--- config.mk ---
export PLATFORM = sky130hd
export DESIGN_NAME = z_text_char_decoder
export DESIGN_NICKNAME = d
export VERILOG_FILES = /design/src/hw/rtl/zdec_pkg.sv /design/src/hw/rtl/zdec_lane.sv /design/src/hw/rtl/zdec_merge.sv /design/src/hw/rtl/z_text_char_decoder.sv
export VERILOG_INCLUDE_DIRS = /design/src /design/src/hw/rtl
export SDC_FILE = /design/constraint.sdc
export NUM_CORES = 1
export LEC_CHECK = 0
export ABC_AREA = 1
export ABC_CLOCK_PERIOD_IN_PS = 4250
export BUFFER_PORTS_ARGS = -buffer_cell sky130_fd_sc_hd__buf_2
export CAP_MARGIN = 20
export CORE_UTILIZATION = 55
export DETAILED_ROUTE_END_ITERATION = 8
export HOLD_SLACK_MARGIN = 0.05
export PLACE_DENSITY = 0.8
export SETUP_SLACK_MARGIN = 0.02
export SYNTH_ARGS = -nofsm -noshare
export SYNTH_HDL_FRONTEND = slang
export SYNTH_SLANG_ARGS = --single-unit
--- constraint.sdc ---
create_clock -name clk -period 4.25 [get_ports clk]
set_input_delay 0.2125 -clock clk [delete_from_list [all_inputs] [get_ports clk]]
set_output_delay 0.2125 -clock clk [all_outputs]
set_load 0.005 [all_outputs]
--- src/hw/rtl/z_text_char_decoder_defines.svh ---
// Assertion macros for the text decoder.
// Taken in by files that carry concurrent checks; no other dependencies.
`ifndef Z_TEXT_CHAR_DECODER_DEFINES_SVH
`define Z_TEXT_CHAR_DECODER_DEFINES_SVH

// antecedent implies consequent in the same cycle
`define ZDEC_ASSERT_IMP(lbl, clk, rst_n, ante, cons, msg) \
	lbl: assert property (@(posedge clk) disable iff (!rst_n) (ante) |-> (cons)) \
		else $error(msg);

// antecedent implies consequent in the next cycle
`define ZDEC_ASSERT_NXT(lbl, clk, rst_n, ante, cons, msg) \
	lbl: assert property (@(posedge clk) disable iff (!rst_n) (ante) |=> (cons)) \
		else $error(msg);

`endif

--- src/hw/rtl/zdec_pkg.sv ---
// Shared types, codes and character tables for the text decoder.
// No dependencies; used by the lane, merge and top-level modules.
package zdec_pkg;

	localparam int NUM_LANES = 3;
	localparam int CODE_W    = 5;
	localparam int WORD_W    = 16;
	localparam int VER_W     = 4;
	localparam int ADDR_W    = 16;
	localparam int CHAR_W    = 8;
	localparam int KIND_W    = 2;
	localparam int CFG_IDX_W = 1;
	localparam int CFG_DAT_W = 16;
	localparam int CNT_W     = 2;

	// config register indexes
	localparam logic [CFG_IDX_W-1:0] REG_VERSION = 1'd0;
	localparam logic [CFG_IDX_W-1:0] REG_ABBREV_BASE = 1'd1;

	localparam logic [VER_W-1:0]  VERSION_RST  = 4'd3;
	localparam logic [VER_W-1:0]  VERSION_ABBR = 4'd3;
	localparam logic [ADDR_W-1:0] BASE_RST     = 16'd0;

	// decode status
	localparam logic [1:0] ST_NORMAL = 2'd0;
	localparam logic [1:0] ST_ABBREV = 2'd1;
	localparam logic [1:0] ST_ESC_HI = 2'd2;
	localparam logic [1:0] ST_ESC_LO = 2'd3;

	// alphabet rows
	localparam logic [1:0] ROW_LOWER = 2'd0;
	localparam logic [1:0] ROW_UPPER = 2'd1;
	localparam logic [1:0] ROW_PUNCT = 2'd2;

	// result kinds
	localparam logic [KIND_W-1:0] KIND_CHAR   = 2'd0;
	localparam logic [KIND_W-1:0] KIND_ABBREV = 2'd1;
	localparam logic [KIND_W-1:0] KIND_NONE   = 2'd2;

	// special codes
	localparam logic [CODE_W-1:0] CODE_SPACE      = 5'd0;
	localparam logic [CODE_W-1:0] CODE_ABBR_LAST  = 5'd3;
	localparam logic [CODE_W-1:0] CODE_FIRST_CHAR = 5'd6;
	localparam logic [CODE_W-1:0] CODE_ESCAPE     = 5'd6;

	localparam logic [CHAR_W-1:0] CHAR_SPACE = 8'h20;
	localparam logic [CHAR_W-1:0] CHAR_LOWER = 8'h61;
	localparam logic [CHAR_W-1:0] CHAR_UPPER = 8'h41;
	localparam logic [ADDR_W-1:0] ABBR_BLOCK = 16'd64;

	typedef struct packed {
		logic [1:0]        shift;
		logic [1:0]        status;
		logic [CODE_W-1:0] prev;
	} dec_state_t;

	typedef struct packed {
		logic              vld;
		logic [KIND_W-1:0] kind;
		logic [CHAR_W-1:0] chr;
		logic [ADDR_W-1:0] addr;
	} lane_res_t;

	typedef struct packed {
		lane_res_t [NUM_LANES-1:0] res;
		logic                      end_bit;
	} word_res_t;

	// third alphabet row, index = code - 6
	function automatic logic [CHAR_W-1:0] punct_char(input logic [CODE_W-1:0] idx);
		logic [CHAR_W-1:0] ch;
		case (idx)
			5'd0:    ch = 8'h20; // space
			5'd1:    ch = 8'h5e; // ^
			5'd2:    ch = 8'h30;
			5'd3:    ch = 8'h31;
			5'd4:    ch = 8'h32;
			5'd5:    ch = 8'h33;
			5'd6:    ch = 8'h34;
			5'd7:    ch = 8'h35;
			5'd8:    ch = 8'h36;
			5'd9:    ch = 8'h37;
			5'd10:   ch = 8'h38;
			5'd11:   ch = 8'h39;
			5'd12:   ch = 8'h2e; // .
			5'd13:   ch = 8'h2c; // ,
			5'd14:   ch = 8'h21; // !
			5'd15:   ch = 8'h3f; // ?
			5'd16:   ch = 8'h5f; // _
			5'd17:   ch = 8'h23; // #
			5'd18:   ch = 8'h27; // '
			5'd19:   ch = 8'h22; // "
			5'd20:   ch = 8'h2f; // /
			5'd21:   ch = 8'h5c; // backslash
			5'd22:   ch = 8'h2d; // -
			5'd23:   ch = 8'h3a; // :
			5'd24:   ch = 8'h28; // (
			5'd25:   ch = 8'h29; // )
			default: ch = 8'h20;
		endcase
		return ch;
	endfunction

	function automatic logic [CHAR_W-1:0] row_char(input logic [1:0] row,
			input logic [CODE_W-1:0] idx);
		logic [CHAR_W-1:0] ch;
		case (row)
			ROW_LOWER: ch = CHAR_LOWER + {3'd0, idx};
			ROW_UPPER: ch = CHAR_UPPER + {3'd0, idx};
			default:   ch = punct_char(idx);
		endcase
		return ch;
	endfunction

endpackage

--- src/hw/rtl/zdec_lane.sv ---
// One decode lane: handles a single 5-bit code given the state left by the
// code before it. Depends on zdec_pkg.
module zdec_lane (
	input  zdec_pkg::dec_state_t               st_in,
	input  logic [zdec_pkg::CODE_W-1:0]        code,
	input  logic [zdec_pkg::VER_W-1:0]         version,
	input  logic [zdec_pkg::ADDR_W-1:0]        abbrev_base,
	output zdec_pkg::dec_state_t               st_out,
	output zdec_pkg::lane_res_t                res
);
	import zdec_pkg::*;

	logic [ADDR_W-1:0] entry_addr;

	// base + 64*(prev-1) + 2*code, wrapping at 16 bits
	assign entry_addr = abbrev_base + {5'd0, st_in.prev, 6'd0} - ABBR_BLOCK
		+ {10'd0, code, 1'b0};

	always_comb begin
		st_out      = st_in;
		st_out.prev = code;
		res         = '0;
		res.kind    = KIND_CHAR;
		case (st_in.status)
			ST_NORMAL: begin
				if (st_in.shift == ROW_PUNCT && code == CODE_ESCAPE) begin
					st_out.status = ST_ESC_HI;
					st_out.shift  = ROW_LOWER;
				end else if (code >= CODE_FIRST_CHAR) begin
					res.vld      = 1'b1;
					res.chr      = row_char(st_in.shift, code - CODE_FIRST_CHAR);
					st_out.shift = ROW_LOWER;
				end else if (code == CODE_SPACE) begin
					res.vld      = 1'b1;
					res.chr      = CHAR_SPACE;
					st_out.shift = ROW_LOWER;
				end else if (version >= VERSION_ABBR && code <= CODE_ABBR_LAST) begin
					st_out.status = ST_ABBREV;
					st_out.shift  = ROW_LOWER;
				end else begin
					// shift codes: odd picks punctuation, even picks uppercase
					st_out.shift = code[0] ? ROW_PUNCT : ROW_UPPER;
				end
			end
			ST_ABBREV: begin
				res.vld       = 1'b1;
				res.kind      = KIND_ABBREV;
				res.addr      = entry_addr;
				st_out.status = ST_NORMAL;
			end
			ST_ESC_HI: begin
				st_out.status = ST_ESC_LO;
			end
			default: begin
				res.vld       = 1'b1;
				res.chr       = {st_in.prev[2:0], code};
				st_out.status = ST_NORMAL;
			end
		endcase
	end

endmodule

--- src/hw/rtl/zdec_merge.sv ---
// Merge stage: packs the lane results of one word into a short list and
// hands them out one per cycle while out_ready is high. Depends on zdec_pkg and the defines header.
`include "z_text_char_decoder_defines.svh"

module zdec_merge (
	input  logic                              clk,
	input  logic                              arst_n,
	input  logic                              load,
	input  zdec_pkg::word_res_t               wres,
	output logic                              take_ready,
	output logic                              out_valid,
	input  logic                              out_ready,
	output logic [zdec_pkg::KIND_W-1:0]       out_kind,
	output logic [zdec_pkg::CHAR_W-1:0]       out_char,
	output logic [zdec_pkg::ADDR_W-1:0]       out_addr,
	output logic                              out_last,
	output logic                              out_end
);
	import zdec_pkg::*;

	typedef struct packed {
		logic [KIND_W-1:0] kind;
		logic [CHAR_W-1:0] chr;
		logic [ADDR_W-1:0] addr;
	} item_t;

	item_t            items_q [NUM_LANES];
	item_t            items_d [NUM_LANES];
	logic [CNT_W-1:0] num_q;
	logic [CNT_W-1:0] num_d;
	logic [CNT_W-1:0] idx_q;
	logic             busy_q;
	logic             end_q;
	logic [CNT_W-1:0] cnt;
	logic             last;

	// compact valid lanes, keep code order
	always_comb begin
		cnt = '0;
		for (int i = 0; i < NUM_LANES; i++) begin
			items_d[i] = '0;
		end
		items_d[0].kind = KIND_NONE;
		for (int i = 0; i < NUM_LANES; i++) begin
			if (wres.res[i].vld) begin
				items_d[cnt] = '{kind: wres.res[i].kind, chr: wres.res[i].chr,
					addr: wres.res[i].addr};
				cnt = cnt + 1'b1;
			end
		end
		num_d = (cnt == '0) ? CNT_W'(1) : cnt;
	end

	assign last       = (idx_q == num_q - 1'b1);
	assign take_ready = !busy_q || (out_ready && last);

	always_ff @(posedge clk or negedge arst_n) begin
		if (!arst_n) begin
			busy_q <= 1'b0;
			idx_q  <= '0;
			num_q  <= CNT_W'(1);
			end_q  <= 1'b0;
		end else if (load) begin
			busy_q <= 1'b1;
			idx_q  <= '0;
			num_q  <= num_d;
			end_q  <= wres.end_bit;
		end else if (busy_q && out_ready) begin
			if (last) begin
				busy_q <= 1'b0;
				idx_q  <= '0;
			end else begin
				idx_q <= idx_q + 1'b1;
			end
		end
	end

	always_ff @(posedge clk) begin
		if (load) begin
			for (int i = 0; i < NUM_LANES; i++) begin
				items_q[i] <= items_d[i];
			end
		end
	end

	assign out_valid = busy_q;
	assign out_kind  = items_q[idx_q].kind;
	assign out_char  = items_q[idx_q].chr;
	assign out_addr  = items_q[idx_q].addr;
	assign out_last  = last;
	assign out_end   = end_q;

	`ZDEC_ASSERT_IMP(a_idx_in_range, clk, arst_n, busy_q, idx_q < num_q, "read index past list")
	`ZDEC_ASSERT_IMP(a_idle_idx_zero, clk, arst_n, !busy_q, idx_q == '0, "idle with index set")
	`ZDEC_ASSERT_NXT(a_stall_holds, clk, arst_n, busy_q && !out_ready,
		busy_q && $stable(idx_q) && $stable(num_q) && $stable(end_q), "list moved on stall")
	`ZDEC_ASSERT_NXT(a_step_one, clk, arst_n, busy_q && out_ready && !last,
		busy_q && idx_q == $past(idx_q) + 1'b1, "index skipped a result")

endmodule

--- src/hw/rtl/z_text_char_decoder.sv ---
// Packed-text character decoder, top level.
// Depends on zdec_pkg, zdec_lane and zdec_merge.
//
// Usage:
//   Input channel (in_valid/in_ready, text_word): one 16-bit word per item,
//   three 5-bit codes in bits 14..10, 9..5, 4..0, bit 15 set on a string's
//   last word. Output channel (out_valid/out_ready): one result per item,
//   1 to 3 results per word, in code order. last_of_word marks a word's final
//   result; a word that yields nothing gives one result of kind "nothing".
//   Config channel (cfg_valid/cfg_ready, cfg_index, cfg_data): index 0 is the
//   format version (low 4 bits), index 1 the abbreviation table base. Always
//   ready; write only while the decoder has no words in flight.
// Timing:
//   Three lanes decode the three codes of a word in the cycle it is accepted;
//   the merge stage registers the packed list, so the first result is valid
//   in the cycle after acceptance. Results leave at one per cycle while
//   out_ready is high, so the output port sets the sustained word rate.
//   The next word is taken in the cycle the last result of the current one
//   is taken.
// Reset: decode state clears to lowercase/normal, version 3, base 0.
//   A stalled receiver holds the current result and blocks new words.
module z_text_char_decoder (
	input  logic                               clk,
	input  logic                               arst_n,
	input  logic                               in_valid,
	output logic                               in_ready,
	input  logic [zdec_pkg::WORD_W-1:0]        text_word,
	output logic                               out_valid,
	input  logic                               out_ready,
	output logic [zdec_pkg::KIND_W-1:0]        result_kind,
	output logic [zdec_pkg::CHAR_W-1:0]        char_code,
	output logic [zdec_pkg::ADDR_W-1:0]        abbrev_pointer_addr,
	output logic                               last_of_word,
	output logic                               string_end,
	input  logic                               cfg_valid,
	output logic                               cfg_ready,
	input  logic [zdec_pkg::CFG_IDX_W-1:0]     cfg_index,
	input  logic [zdec_pkg::CFG_DAT_W-1:0]     cfg_data
);
	import zdec_pkg::*;

	logic [VER_W-1:0]  version_q;
	logic [ADDR_W-1:0] abbrev_base_q;
	dec_state_t        state_q;
	dec_state_t        st_chain [NUM_LANES+1];
	lane_res_t         lane_res [NUM_LANES];
	word_res_t         wres;
	logic              take_ready;
	logic              load;

	// config registers, to be written only while idle; the block itself does not enforce this
	assign cfg_ready = 1'b1;

	always_ff @(posedge clk or negedge arst_n) begin
		if (!arst_n) begin
			version_q     <= VERSION_RST;
			abbrev_base_q <= BASE_RST;
		end else if (cfg_valid) begin
			case (cfg_index)
				REG_VERSION:     version_q     <= cfg_data[VER_W-1:0];
				REG_ABBREV_BASE: abbrev_base_q <= cfg_data[ADDR_W-1:0];
				default: ;
			endcase
		end
	end

	// lane i takes the state left by lane i-1; only narrow state is chained
	assign st_chain[0] = state_q;

	for (genvar i = 0; i < NUM_LANES; i++) begin : g_lane
		zdec_lane u_lane (
			.st_in       (st_chain[i]),
			.code        (text_word[(NUM_LANES-i)*CODE_W-1 -: CODE_W]),
			.version     (version_q),
			.abbrev_base (abbrev_base_q),
			.st_out      (st_chain[i+1]),
			.res         (lane_res[i])
		);
	end

	always_comb begin
		wres.end_bit = text_word[WORD_W-1];
		for (int i = 0; i < NUM_LANES; i++) begin
			wres.res[i] = lane_res[i];
		end
	end

	assign in_ready = take_ready;
	assign load     = in_valid && take_ready;

	// decode state advances per word; the string end bit clears it
	always_ff @(posedge clk or negedge arst_n) begin
		if (!arst_n) begin
			state_q <= '0;
		end else if (load) begin
			if (text_word[WORD_W-1]) begin
				state_q <= '0;
			end else begin
				state_q <= st_chain[NUM_LANES];
			end
		end
	end

	zdec_merge u_merge (
		.clk        (clk),
		.arst_n     (arst_n),
		.load       (load),
		.wres       (wres),
		.take_ready (take_ready),
		.out_valid  (out_valid),
		.out_ready  (out_ready),
		.out_kind   (result_kind),
		.out_char   (char_code),
		.out_addr   (abbrev_pointer_addr),
		.out_last   (last_of_word),
		.out_end    (string_end)
	);

endmodule
## Word level (Yosys, flattened, before mapping)

Memories as Yosys holds them, arrays and structs flattened.
Index checks and enable logic that the tools add are counted.

- Flip-flop bits (word level): 35
- Bits in writable memories: 78
- Bits in read-only memories: 672
- Input bits: 38
- Output and inout port bits: 31
- Logic and storage cells: 181
- Memories kept: 4

Memories:

| memory | words | bits a word | read ports | clocked after memory_dff | wr ports | RTL line | text |
|---|---|---|---|---|---|---|---|
| (no name shown) | 32 | 7 | 1 | 0 | 0 | zdec_pkg.sv:72 | `case (idx)` |
| (no name shown) | 32 | 7 | 1 | 0 | 0 | zdec_pkg.sv:72 |  |
| (no name shown) | 32 | 7 | 1 | 0 | 0 | zdec_pkg.sv:72 |  |
| u_merge.items_q | 3 | 26 | 1 | 0 | 3 | zdec_merge.sv:27 | `item_t items_q [NUM_LANES];` |

- $add $sub $neg: 22
- $lt $le $gt $ge: 11
- Eq/ne operators: 16
- Muxes and demuxes: 85
- Bitwise gates (word level): 3
- Reductions and logical operators: 31

Operator list:

| kind | number |
|---|---|
| bitwise mux 78 bit | 2 |
| 2-to-1 mux 78 bit | 2 |
| demux 26 bit (select 2 bit) | 2 |
| one-hot mux 8 bit (2 select lines) | 6 |
| 2-to-1 mux 26 bit | 3 |
| 2-to-1 mux 2 bit | 30 |
| adder 16 x 11 -> 16 bit | 3 |
| adder 16 x 6 -> 16 bit | 3 |
| adder 7 x 5 -> 8 bit, first input constant | 6 |
| 2-to-1 mux 16 bit | 3 |
| 2-to-1 mux 8 bit | 6 |
| subtractor 16 x 7 -> 16 bit, second input constant | 3 |
| 2-to-1 mux 1 bit | 18 |
| 2-to-1 mux 6 bit | 3 |
| == test 5 x 3 -> 1 bit, second input constant | 3 |
| >= comparator 5 x 3 -> 1 bit, second input constant | 3 |
| <= comparator 5 x 2 -> 1 bit, second input constant | 3 |
| logical NOT 5 bit | 3 |
| subtractor 5 x 3 -> 5 bit, second input constant | 3 |
| logical NOT 2 bit | 7 |
| == test 2 x 1 -> 1 bit, second input constant | 6 |
| == test 2 bit, second input constant | 6 |
| 2-to-1 mux 4 bit | 3 |
| one-hot mux 2 bit (2 select lines) | 3 |
| 18 further kinds | 38 |

## Depth between registers and ports, before layout

- Word-level depth: 19
- Mapped depth: 22
- Gate-level depth less buffers: 19

## Modules after synthesis

From an unflattened synthesis, not the netlist that was laid out.

- Cells, all modules: 1,733
- Area, all modules: 11,428.5 sq um

By module, submodules not included:

| module | instances | cells each | area each (sq um) | seq. area each (sq um) |
|---|---|---|---|---|
| zdec_merge | 1 | 458 | 4,265.3 | 2,493.6 |
| zdec_lane at g_lane[0].u_lane ... | 2 | 376 | 1,973.1 | 0.0 |
| zdec_lane at g_lane[1].u_lane | 1 | 376 | 1,979.4 | 0.0 |
| z_text_char_decoder | 1 | 147 | 1,237.4 | 728.2 |

## Least setup slack after synthesis

Ideal clock, no wire load.

- Path kind: register -> register
- Start: reg u_merge.num_q[0]
- End: mem u_merge.items_q[0][0] (netlist bit) (enable)
- Library setup time: 0.469 ns
- Data arrival time: 3.368 ns
- Data required time: 3.781 ns
- Path slack: 0.413 ns
- Stages on the path, launching flop included: 8
- Path buffers: 1
- Clock period less this slack: 3.837 ns
- Cell sequence: dfstp_2 inv_1 o21ai_0 o21ai_0 nand2_1 nand2_1 nor2_1 clkbuf_1

RTL lines:

| element | RTL line | text |
|---|---|---|
| start: declaration | zdec_merge.sv:29 | `logic [CNT_W-1:0] num_q;` |
| start signal: assignment | zdec_merge.sv:66 | `num_q <= num_d;` |
| end: declaration | zdec_merge.sv:27 |  |

==> qor.tcl <==
set qor(post_synth_inst_count) 1405
set qor(finalClockSkew_ns) 0.005890
set qor(cts_hold_buf) 1
set qor(drive_above_1_share_pct) 9.671
set qor(timing_worst_setup_path_type) {reg -> reg}
set qor(final_design_area_no_fill_sq_um) 10740
set qor(insertion_delay_of_the_later_clocked_pin_in_the_worst_skew_pair_ns) 0.37
set qor(critPathRequiredTime_ns) 4.36
set qor(postCtsSetupBuffers) 0
set qor(rr_startpoint) {version_q[1]}
set qor(cts_buffer_depth) 2
set qor(timing.critical_path.from) {version_q[1]}
set qor(flip_flop_and_latch_count_after_synthesis) 111
set qor(finalWorstPathRequiredPeriod_ns) 3.563
set qor(globalRoute.totalOverflow) 0
set qor(layout-area-overhead-vs-synth_pct) 7.977
set qor(final-hold-violation-count) 0
set qor(numPlacedInstances) 1666
set qor(yosysWarnings) 0
set qor(design.final.nets) 1590
set qor(drt_pass1_iterations) 6
set qor(synth.cell_area_sq_um) 9945
set qor(upper_clock_frequency_limit_mhz) 280.7
set qor(detailedPlace.worstSlack_ns) 0.4861
set qor(global_route.usage.total_pct) 31.33
set qor(fp-row-count) 48
set qor(hold_path_origin) {cfg_data[4]}
set qor(grt_pass1_vias) 8680
set qor(crit_path_end_kind) {flop}
set qor(clock_transition_at_the_registers_of_the_reported_paths_ns) 0.08
set qor(post_synth.cell_area_avg_sq_um) 7.078
set qor(tritoncts_num_sinks) 111
set qor(worst_setup_path_start_kind) {flop}
set qor(timing.critical_path.fanout_max) 14
set qor(synth-async-reset-ratio_pct) 31.53
set qor(die_x_um) 136.5
set qor(instances_no_fill) 1683
set qor(cts_tree) {yes}
set qor(floorplan.initialDensity_pct) 56.90
set qor(power_per_cell_area_nw_per_um2) 569.3
set qor(number_of_pins_exceeding_their_max_slew_limit_in_the_final_report) 0
set qor(unrepaired_setup_endpoints_after_global_routing) {false}
set qor(ctsRootBufferMaster) {clkbuf_16}
set qor(postLayoutCoreUtil_pct) 61.44
set qor(footprint_of_the_flip_flops_and_latches_sq_um) 3162
set qor(placeableCoreArea_sq_um) 17480
set qor(fillCellCount) 1642
set qor(postRouteAntennaNets) 0
set qor(die_h_um) 136.5
set qor(grt_first_pass_wirelength_mm) 44.77
set qor(detailedRoute.firstIterationViolations) 1133
set qor(crit_arrival_ns) 3.67
set qor(synth.yosys.seq_area_share_pct) 31.79
set qor(finalSetupViolCount) 0
set qor(maximum_number_of_pins_on_one_net_before_global_route_repair) 69
set qor(cts_resized) 0
set qor(remaining_drc_errors) 0
set qor(antenna_found_initial) 0
set qor(vdd_ir_drop_max_mv) 0.5457
set qor(dpl_cell_area_sq_um) 10430
set qor(multi_input_area_sq_um) 5923
set qor(avgRoutedWirePerCell_um) 16.75
set qor(cap_viol_max_count) 0
set qor(holdCritPathClass) {in -> reg}
set qor(layout_worst_path_cycle_share_pct) 83.83
set qor(die_area_sq_um) 18620
set qor(cellLeakagePower_uw) 0.005210
set qor(synth_top_flop_cell) {edfxtp_1}
set qor(insertedDiodeCount) 0
set qor(pin_count) 69
set qor(worst_slack_ns) 0.6871
set qor(gp_congestion) 0.9976
set qor(run_status) {finished clean}
set qor(tritoncts_buffer_count) 9
set qor(timing.setup.tns_ns) 0
set qor(worst_relative_slew_slack_pct) 36.30
set qor(number_of_buffer_cells_added_on_primary_ports) 67
set qor(number_of_enable_flip_flop_cells_after_synthesis) 76
set qor(h-tree-depth) 3
set qor(wl_final_mm) 28.18
set qor(dp.final_hpwl_mm) 21.57
set qor(routed-via-count) 9688
set qor(post_synth_num_cell_types) 52
set qor(synth.net_count) 1542
set qor(tightest_slew_ns) 0.9522
set qor(drt-vias-per-instance) 5.756
## layer usage
layer | share of wire (%) | global-route usage, % | vias to the layer above
met5 | 0 | 0 | -
met4 | 1.8 | 8.580 | 0
met3 | 7.5 | 5.332 | 36
met2 | 45 | 49.38 | 393
met1 | 46 | 44.06 | 4503
li1 | - | - | 4756
## report_power, final
part	leakage (uW)	switching, uW	internal, uW	total (uW)
registers	0.00113	128	1610	1730
clock network	0.000149	447	419	866
logic	0.00393	2400	1110	3510
## path summary, 6_finish.rpt
path,endpoint,slack [ns],depth (start not counted)
max,u_merge.items_q[1][11],0.69,14
min,abbrev_base_q[4],0.07,2
max reg2reg,u_merge.items_q[1][11],0.69,14
min reg2reg,version_q[3],0.49,2
max in group asynchronous,u_merge.num_q[1],3.17,2
min in group asynchronous,abbrev_base_q[15],0.51,2
## state kept, by name, summed over array words and instances, names as in the netlist
name,flops
version_q,4
st_chain,9
u_merge.items_q,76
u_merge.out_valid,1
u_merge.idx_q,2
abbrev_base_q,16
u_merge.num_q,2
u_merge.out_end,1
## critical path: stages, from the launching register on
cell and delay, ns:
dfstp_2 0.54, nand2_1 0.05, nand2_1 0.22, nand3_1 0.19
nand4_2 0.13, nand2_4 0.10, nand2_1 0.12, nand2_1 0.12
o21ai_0 0.50, inv_1 0.10, ha_1 0.36, inv_1 0.46
nor2_1 0.13, inv_1 0.21, nor2_1 0.07
## cells in the final DEF (no fill, tap or decap), drive strengths merged, types with 6 or more instances in the layout
cell type	n
clkbuf	9
clkinv	6
edfxtp	76
a21oi	130
xnor2	6
dfrtp	32
inv	181
nand4	7
o22ai	13
a31oi	8
nand2	346
buf	74
xor2	17
ha	95
nand3	77
nor3	16
o21bai	9
o21ai	124
nor2	186
## cells in the mapped netlist, drive strengths merged, types with 2 or more instances
cell type  instances  area, sq um
xor2              17        148.9
nor2             186        720.7
o21a               3        22.52
a21o               5        37.54
o31ai              5        37.54
xnor2              6        52.55
nand3             77        442.9
or2                4        25.02
clkbuf            24        90.09
o22ai             13        81.33
nand2            346         1364
a31oi              8        50.05
nor3              16        85.08
ha                95         1189
o21bai             9        78.83
buf               14        101.3
fa                 4        80.08
a22oi              2        15.01
nand4              7        50.05
and2               2        12.51
dfrtp             32        800.8
edfxtp            76         2282
a22o               2        17.52
dfstp              3        78.83
o211ai             5        37.54
o21ai            124        620.6
a21oi            130        661.9
inv              177        664.4
mux2               3        33.78
clkinv             3        11.26
## logic make-up (layout without fill, tap and decap cells)
group	Yosys count	in the layout	synth area share (%)
buf+inv	218	271	8.719
xor+xnor	23	23	2.026
compound gates	310	310	17.04
other cells	1	1	0.03771
simple gates	640	640	27.29
flops	111	111	31.79
fa+ha+maj	99	99	12.76
mux	3	3	0.3397
## metrics by stage
step | total power (uW) | hold WS, ns
floorplan | 4197 | -0.08309
global placement | 5113 | 0.3520
detailed placement | 5170 | 0.3704
CTS | 6050 | 0.06855
global route | 6603 | 0.07675
finish | 6113 | 0.07300
## area by class of cell
cell class	instances	share of cell area, %
multi-input cells	1076	55.16
flip-flops and latches	111	29.45
inverters	180	6.292
repair buffers	75	3.705
well taps	225	2.622
clock buffers	9	2.097
clock inverters	7	0.6758
No activity file was read; power rests on OpenSTA's default activity.
